<file path="config.mk">
export PLATFORM = sky130hd
export DESIGN_NAME = rtsg_div
export DESIGN_NICKNAME = d
export VERILOG_FILES = /design/src/rtl/rtsg_pkg.sv /design/src/rtl/rtsg_div.sv
export SDC_FILE = /design/constraint.sdc
export NUM_CORES = 1
export LEC_CHECK = 0
export ABC_AREA = 1
export BUFFER_PORTS_ARGS = -buffer_cell sky130_fd_sc_hd__buf_2
export CAP_MARGIN = 20
export CORE_MARGIN = 10
export CORE_UTILIZATION = 59
export CTS_BUF_LIST = sky130_fd_sc_hd__clkbuf_8
export CTS_CLUSTER_DIAMETER = 150
export DETAILED_ROUTE_END_ITERATION = 8
export HOLD_SLACK_MARGIN = 0.06
export PLACE_DENSITY = 0.91
export SETUP_SLACK_MARGIN = 0.02
export SLEW_MARGIN = 10
export SYNTH_ARGS = -nofsm -noshare
export SYNTH_HDL_FRONTEND = slang
export SYNTH_SLANG_ARGS = --single-unit
</file>
<file path="constraint.sdc">
create_clock -name clock -period 5.96 [get_ports clock]
set_clock_uncertainty 0.1 [all_clocks]
set_input_delay 0.298 -clock clock [delete_from_list [all_inputs] [get_ports clock]]
set_output_delay 0.298 -clock clock [all_outputs]
set_load 0.005 [all_outputs]
</file>
<file path="src/rtl/rtsg_pkg.sv">
// Shared types and constants of the ramp-then-sine rate generator.
// Used by the divider, the top level and the port checker; no dependencies.
package rtsg_pkg;

   localparam int RATE_W      = 24;
   localparam int PHASE_W     = 32;
   localparam int RAMP_W      = 16;
   localparam int COUNT_W     = 32;
   localparam int CSR_INDEX_W = 2;
   localparam int CSR_DATA_W  = 32;
   localparam int Q30_W       = 31;
   localparam int FRAC_W      = 30;
   localparam int PROD_W      = 2 * Q30_W;

   localparam logic [CSR_INDEX_W-1:0] CSR_START_RATE   = 2'd0;
   localparam logic [CSR_INDEX_W-1:0] CSR_AMPLITUDE    = 2'd1;
   localparam logic [CSR_INDEX_W-1:0] CSR_PHASE_STEP   = 2'd2;
   localparam logic [CSR_INDEX_W-1:0] CSR_RAMP_SAMPLES = 2'd3;

   localparam int DIV_DEN_W = RAMP_W;
   localparam int DIV_QUO_W = 32;
   localparam int DIV_NUM_W = DIV_QUO_W + DIV_DEN_W;

   typedef struct packed {
      logic                 done;
      logic [DIV_QUO_W-1:0] quotient;
      logic [DIV_DEN_W-1:0] remainder;
   } div_status_type;

   localparam logic signed [63:0] ONE_Q30     = 64'sd1073741824;
   localparam logic signed [63:0] HALF_Q30    = 64'sd536870912;
   localparam logic        [63:0] PI_HALF_Q30 = 64'd1686629713;

   localparam logic [63:0] SIN_SERIES_DIV [1:7] = '{
      64'd6, 64'd20, 64'd42, 64'd72, 64'd110, 64'd156, 64'd210
   };
   localparam logic [63:0] EXP_SERIES_DIV [1:12] = '{
      64'd1, 64'd2, 64'd3, 64'd4, 64'd5, 64'd6,
      64'd7, 64'd8, 64'd9, 64'd10, 64'd11, 64'd12
   };

endpackage

</file>
<file path="src/rtl/rtsg_div.sv">
// Iterative restoring divider, one quotient bit per cycle.
// Depends on rtsg_pkg; the caller guarantees the upper dividend part is below the divisor.
module rtsg_div (
   input  logic                           clock,
   input  logic                           reset,
   input  logic                           start,
   input  logic [rtsg_pkg::DIV_NUM_W-1:0] dividend,
   input  logic [rtsg_pkg::DIV_DEN_W-1:0] divisor,
   output rtsg_pkg::div_status_type       status
);
   import rtsg_pkg::*;

   localparam int CNT_W = $clog2(DIV_QUO_W);

   logic                 busy_ff, busy_in;
   logic                 done_ff, done_in;
   logic [CNT_W-1:0]     count_ff, count_in;
   logic [DIV_DEN_W-1:0] rem_ff, rem_in;
   logic [DIV_DEN_W-1:0] dvs_ff, dvs_in;
   logic [DIV_QUO_W-1:0] quo_ff, quo_in;
   logic [DIV_DEN_W:0]   partial;
   logic [DIV_DEN_W:0]   trial;

   always_comb begin
      busy_in  = busy_ff;
      done_in  = 1'b0;
      count_in = count_ff;
      rem_in   = rem_ff;
      dvs_in   = dvs_ff;
      quo_in   = quo_ff;
      partial  = {rem_ff, quo_ff[DIV_QUO_W-1]};
      trial    = partial - {1'b0, dvs_ff};
      if (start) begin
         rem_in   = dividend[DIV_NUM_W-1 -: DIV_DEN_W];
         quo_in   = dividend[DIV_QUO_W-1:0];
         dvs_in   = divisor;
         count_in = '0;
         busy_in  = 1'b1;
      end else if (busy_ff) begin
         if (!trial[DIV_DEN_W]) begin
            rem_in = trial[DIV_DEN_W-1:0];
         end else begin
            rem_in = partial[DIV_DEN_W-1:0];
         end
         quo_in   = {quo_ff[DIV_QUO_W-2:0], ~trial[DIV_DEN_W]};
         count_in = count_ff + 1'b1;
         if (count_ff == CNT_W'(DIV_QUO_W - 1)) begin
            busy_in = 1'b0;
            done_in = 1'b1;
         end
      end
   end

   always_ff @(posedge clock) begin
      if (reset) begin
         busy_ff  <= 1'b0;
         done_ff  <= 1'b0;
         count_ff <= '0;
      end else begin
         busy_ff  <= busy_in;
         done_ff  <= done_in;
         count_ff <= count_in;
      end
      rem_ff <= rem_in;
      dvs_ff <= dvs_in;
      quo_ff <= quo_in;
   end

   assign status.done      = done_ff;
   assign status.quotient  = quo_ff;
   assign status.remainder = rem_ff;

endmodule

</file>
# Yosys cells after proc, flatten, opt, wreduce, memory -nomap -nowiden
# Cells that the tools add are included.
# totals
ramBits,0
ff_bits,71
word_cells,23
n_memories,0
latch_bits,0
rom_bits,0
# classes
shifts,0
addsub,2
order_cmp,0
div,0
eq_ne,1
n_mux,9
bitwise,2
mul,0
reduce_logical,3
# op_table
operator,count
two-way mux 32 bit,2
two-way mux 16 bit,3
subtractor 17 x 16 -> 17 bit,1
"adder 5 x 1 -> 5 bit, second input constant",1
"equality test 5 bit, second input constant",1
two-way mux 1 bit,4
OR reduction 3 bit,1
NOT 1 bit,2
nonzero test 2 bit,1
OR reduction 2 bit,1

# Longest topological paths before layout
# depth
ltp_word,4
mapped_depth,15
ltp_nobuf,15

# Worst setup path after synthesis
# OpenSTA, ideal clock, no wires.
# synth_path
path_kind,input to register
start,input start
end,"register quo_ff[0], enable pin"
cell_stages,4
n_path_buf,2
required_time_ns,5.458
slack_ns,3.680
setup_time_ns,0.402
t_arrival_ns,1.777
path_cell_list,clkbuf_1 clkbuf_1 nor2_1 inv_1
# synth_between
elab_chain_len,1
# synth_lines
item,line_no,source
start: declaration,rtsg_div.sv:6,"input logic start,"
nonzero test 2 bit (no line),--,
end signal: assignment,rtsg_div.sv:66,quo_ff <= quo_in;
end: declaration,rtsg_div.sv:20,"logic [DIV_QUO_W-1:0] quo_ff, quo_in;"
# Every way passes these cells.
# A chain may end at the register's enable or synchronous reset.

# Final worst setup path
# layout_path
start,register quo_ff[31]
end,"register rem_ff[8], data pin"
# layout_between
elab_chain_len,4
# layout_lines
item,line_no,source
subtractor 17 x 16 -> 17 bit,rtsg_div.sv:32,"trial = partial - {1'b0, dvs_ff};"
two-way mux 16 bit,rtsg_div.sv:40,if (!trial[DIV_DEN_W]) begin
two-way mux 16 bit,rtsg_div.sv:39,end else if (busy_ff) begin
two-way mux 16 bit,rtsg_div.sv:33,if (start) begin
named net rem_in[8],rtsg_div.sv:18,"logic [DIV_DEN_W-1:0] rem_ff, rem_in;"
end signal: assignment,rtsg_div.sv:64,rem_ff <= rem_in;
end: declaration,rtsg_div.sv:18,
# The timed path passes the listed nets, and every way through them passes these cells. The select of a mux whose other input is x is not followed.

==> results.json <==
{
  "run_status": "finished, final reports clean",
  "dp_hpwl_um": 8470,
  "initial_standard_cell_utilization_of_the_core": 0.617,
  "syn_nets": 613,
  "pin_count": 116,
  "postRouteWirelength_um": 11200,
  "switchingPower_uw": 634,
  "worstReg2RegStart": "quo_ff[31]",
  "clkTransAtPathRegs_ps": 80,
  "root_buffer": "sky130_fd_sc_hd__clkbuf_8",
  "clock_power_share": 0.220,
  "utilization": 0.764,
  "ctsLongestPathBuffers": 2,
  "reg2reg_slack_ps": 3510,
  "drtPass1Iterations": 5,
  "tritoncts_clock_tree": "done",
  "start_kind": "flip-flop",
  "cts_post_setup_buffers_inserted": 0,
  "groute.usage.overall": 0.203,
  "path_class": "reg -> reg",
  "route.detailed.drc": 0,
  "r2r.worst_path.cells": 15,
  "grt_first_pass_wirelength_um": 18500,
  "power.density_cell_area_nw_per_um2": 323,
  "wl_per_cell_um": 14.8,
  "drt_first_iter_violations": 233,
  "number_of_global_route_vias_before_repair": 3924,
  "global_route.overflow_total": 0,
  "grt_setup_unrepaired": "false",
  "design_power_total_uw": 1700,
  "max_freq_mhz": 408,
  "arrival_ps": 2450,
  "n_antenna_cell": 0,
  "antenna_found_initial": 0,
  "final_count_of_hold_timing_violations": 0,
  "setup_viol": 0,
  "final_design_area_no_fill_um2": 5280,
  "postCtsResizedCells": 0,
  "vdd_ir_drop_max_mv": 0.189,
  "syn_area_um2": 4260,
  "layout_worst_path_cycle_share": 0.411,
  "worst_hold_path.num_cells": 3,
  "die_h_um": 105,
  "std_cell_rows": 30,
  "worst_skew_pair.late_latency_ps": 340,
  "detailroute.via_count": 3830,
  "core_area_um2": 6910,
  "final.min_clock_period_ps": 2450,
  "numClockSinks": 71,
  "sequential_fraction_of_the_synthesis_area": 0.484,
  "met2_usage": 0.353,
  "timing.hold.worst.class": "in -> reg",
  "worstPathMaxFanout": 8,
  "numPlacedInstances": 727,
  "critical_path.reg2reg.endpoint": "rem_ff[8]",
  "p_leak_uw": 0.00278,
  "final_net_count": 745,
  "max-cap-violations": 0,
  "timing.max_slew.rel_slack": 0.305,
  "cts_hold_repair.buffers": 17,
  "hold_path_startpoint": "dividend[14]",
  "grt-busiest-layer": "met2",
  "synth_instances": 527,
  "floorplan.die_area_um2": 11000,
  "grt_max_degree": 49,
  "port_buffers": 115,
  "post_synth_num_cell_types": 29,
  "global_route.usage.met1": 0.230,
  "timing.final.max_slew_violations": 0,
  "comb_power_share": 0.387,
  "share_seq_of_total_power": 0.392,
  "dpl_cell_area_um2": 4910,
  "htree_depth": 3,
  "synth_warnings": 0,
  "number_of_synthesized_register_bits": 71,
  "hold_end": "quo_ff[14]",
  "tightest_slew_ps": 1040,
  "internal_power_uw": 1070,
  "area_delta_synth_final_pct": 23.7,
  "final_layout_size_suffix_gt1_frac": 0.244,
  "tritoncts.num_buffers": 9,
  "remaining_antenna_violation_count": 0,
  "syn_avg_cell_area_um2": 8.09,
  "vias_per_cell": 5.04,
  "dieWidth_um": 105,
  "final_cells": 760,
  "grt_util_met3": 0.0676,
  "gp_congestion": 0.878,
  "setup_tns_ps": 0,
  "worstSetupEndpointType": "flip-flop",
  "required_arrival_time_at_the_worst_endpoint_ps": 5960,
  "switching_share": 0.372
}
[layout make-up]
class	count	area, um^2
Clock buffer	9	124
Clock inverter	7	66.3
Fill cell	516	1630
Inverter	78	293
Multi-Input combinational cell	365	1850
Sequential cell	71	2060
Tap cell	96	120
Timing Repair Buffer	134	761
[cell usage in the layout, fill, tap and decap left out, types with 2 or more instances in the layout]
master / n
sky130_fd_sc_hd__clkinv_1: 4
sky130_fd_sc_hd__buf_4: 2
sky130_fd_sc_hd__inv_1: 72
sky130_fd_sc_hd__inv_2: 4
sky130_fd_sc_hd__o21ai_0: 3
sky130_fd_sc_hd__nand2_8: 3
sky130_fd_sc_hd__dlygate4sd3_1: 17
sky130_fd_sc_hd__edfxtp_1: 64
sky130_fd_sc_hd__nand3_4: 2
sky130_fd_sc_hd__clkinvlp_4: 2
sky130_fd_sc_hd__a21oi_1: 9
sky130_fd_sc_hd__and2_1: 2
sky130_fd_sc_hd__xnor2_1: 2
sky130_fd_sc_hd__buf_2: 115
sky130_fd_sc_hd__nand2_1: 228
sky130_fd_sc_hd__ha_1: 18
sky130_fd_sc_hd__nand3b_1: 7
sky130_fd_sc_hd__dfxtp_1: 7
sky130_fd_sc_hd__xor2_1: 3
sky130_fd_sc_hd__clkbuf_8: 9
sky130_fd_sc_hd__nand4_1: 3
sky130_fd_sc_hd__nor2_1: 17
sky130_fd_sc_hd__nand3_1: 40
sky130_fd_sc_hd__nand2_4: 3
sky130_fd_sc_hd__nand2_2: 16
sky130_fd_sc_hd__nor3_1: 3
[sequential cells by signal (all words and copies together) (netlist names)]
name and count:
count_ff 5, done_ff 1, dvs_ff 16, rem_ff 16
quo_ff 32, busy_ff 1
[Yosys cell counts]
master,n,area (um^2)
sky130_fd_sc_hd__a211oi_1,1,7.51
sky130_fd_sc_hd__a21oi_1,9,45.0
sky130_fd_sc_hd__a21oi_4,1,16.3
sky130_fd_sc_hd__a31oi_1,1,6.26
sky130_fd_sc_hd__and2_1,2,12.5
sky130_fd_sc_hd__and3_4,1,11.3
sky130_fd_sc_hd__buf_4,3,22.5
sky130_fd_sc_hd__clkbuf_1,10,37.5
sky130_fd_sc_hd__clkinv_1,3,11.3
sky130_fd_sc_hd__dfxtp_1,7,140
sky130_fd_sc_hd__edfxtp_1,64,1920
sky130_fd_sc_hd__fa_1,1,20.0
sky130_fd_sc_hd__ha_1,18,225
sky130_fd_sc_hd__inv_1,72,270
sky130_fd_sc_hd__inv_2,3,11.3
sky130_fd_sc_hd__nand2_1,228,856
sky130_fd_sc_hd__nand2_2,16,100
sky130_fd_sc_hd__nand2_4,3,33.8
sky130_fd_sc_hd__nand2_8,3,60.1
sky130_fd_sc_hd__nand3_1,40,200
sky130_fd_sc_hd__nand3_4,2,35.0
sky130_fd_sc_hd__nand3b_1,7,52.6
sky130_fd_sc_hd__nand4_1,3,18.8
sky130_fd_sc_hd__nor2_1,17,63.8
sky130_fd_sc_hd__nor2_4,1,11.3
sky130_fd_sc_hd__nor3_1,3,15.0
sky130_fd_sc_hd__o21ai_0,3,15.0
sky130_fd_sc_hd__xnor2_1,2,17.5
sky130_fd_sc_hd__xor2_1,3,26.3
[power by group through the flow]
stage               Sequential [uW]  Clock [uW]  Combinational (uW)
floorplan                       675           0                 462
global placement                676           0                 630
detailed placement              677           0                 646
CTS                             668         381                 661
global route                    676         400                 745
finish                          668         375                 659
[metal layers]
layer / vias up / wire, um
met3: 14 / 1070
met2: 171 / 5660
met4: 0 / 136
met1: 1720 / 4370
met5: - / 0
li1: 1925 / -
[critical path: stages (launching register included)]
cell                       delay, ps
sky130_fd_sc_hd__edfxtp_1        340
sky130_fd_sc_hd__inv_1            60
sky130_fd_sc_hd__ha_1            220
sky130_fd_sc_hd__fa_1            420
sky130_fd_sc_hd__inv_1            70
sky130_fd_sc_hd__nand2_1          40
sky130_fd_sc_hd__nand2_1         120
sky130_fd_sc_hd__nand3_1         120
sky130_fd_sc_hd__nand2_2         120
sky130_fd_sc_hd__nand2_4         100
sky130_fd_sc_hd__nand2_8          90
sky130_fd_sc_hd__nand2_4          90
sky130_fd_sc_hd__nand2_4         110
sky130_fd_sc_hd__nand2_1          70
sky130_fd_sc_hd__nand3_1          80
sky130_fd_sc_hd__nand2_1          50
[through the flow]
step / worst slack [ps] / hold slack [ps]
2_1_floorplan: 3680 / 276
3_3_place_gp: 3350 / 356
3_5_place_dp: 3250 / 371
4_1_cts: 3490 / 106
5_1_grt: 3260 / 119
6_report: 3510 / 123
[how the worst max path moves through the flow]
stage / cells past startpoint / start / slack [ps] / endpoint
global route: 15 / quo_ff[31] / 3260 / rem_ff[8]
finish: 15 / quo_ff[31] / 3510 / rem_ff[8]
floorplan: 4 / start / 3680 / quo_ff[0]
detailed placement: 4 / start / 3250 / rem_ff[10]
global placement: 4 / start / 3350 / rem_ff[10]
CTS: 15 / quo_ff[31] / 3490 / rem_ff[8]
[logic make-up after synthesis]
group / share of synthesized area
AOI/OAI and AO/OA: 0.0211
xor gates and xnor gates: 0.0103
adders and majority gates: 0.0575
buffers and inverters: 0.0827
DFF: 0.484
and+or+nand+nor: 0.345
(Power assumes the default switching activity.)
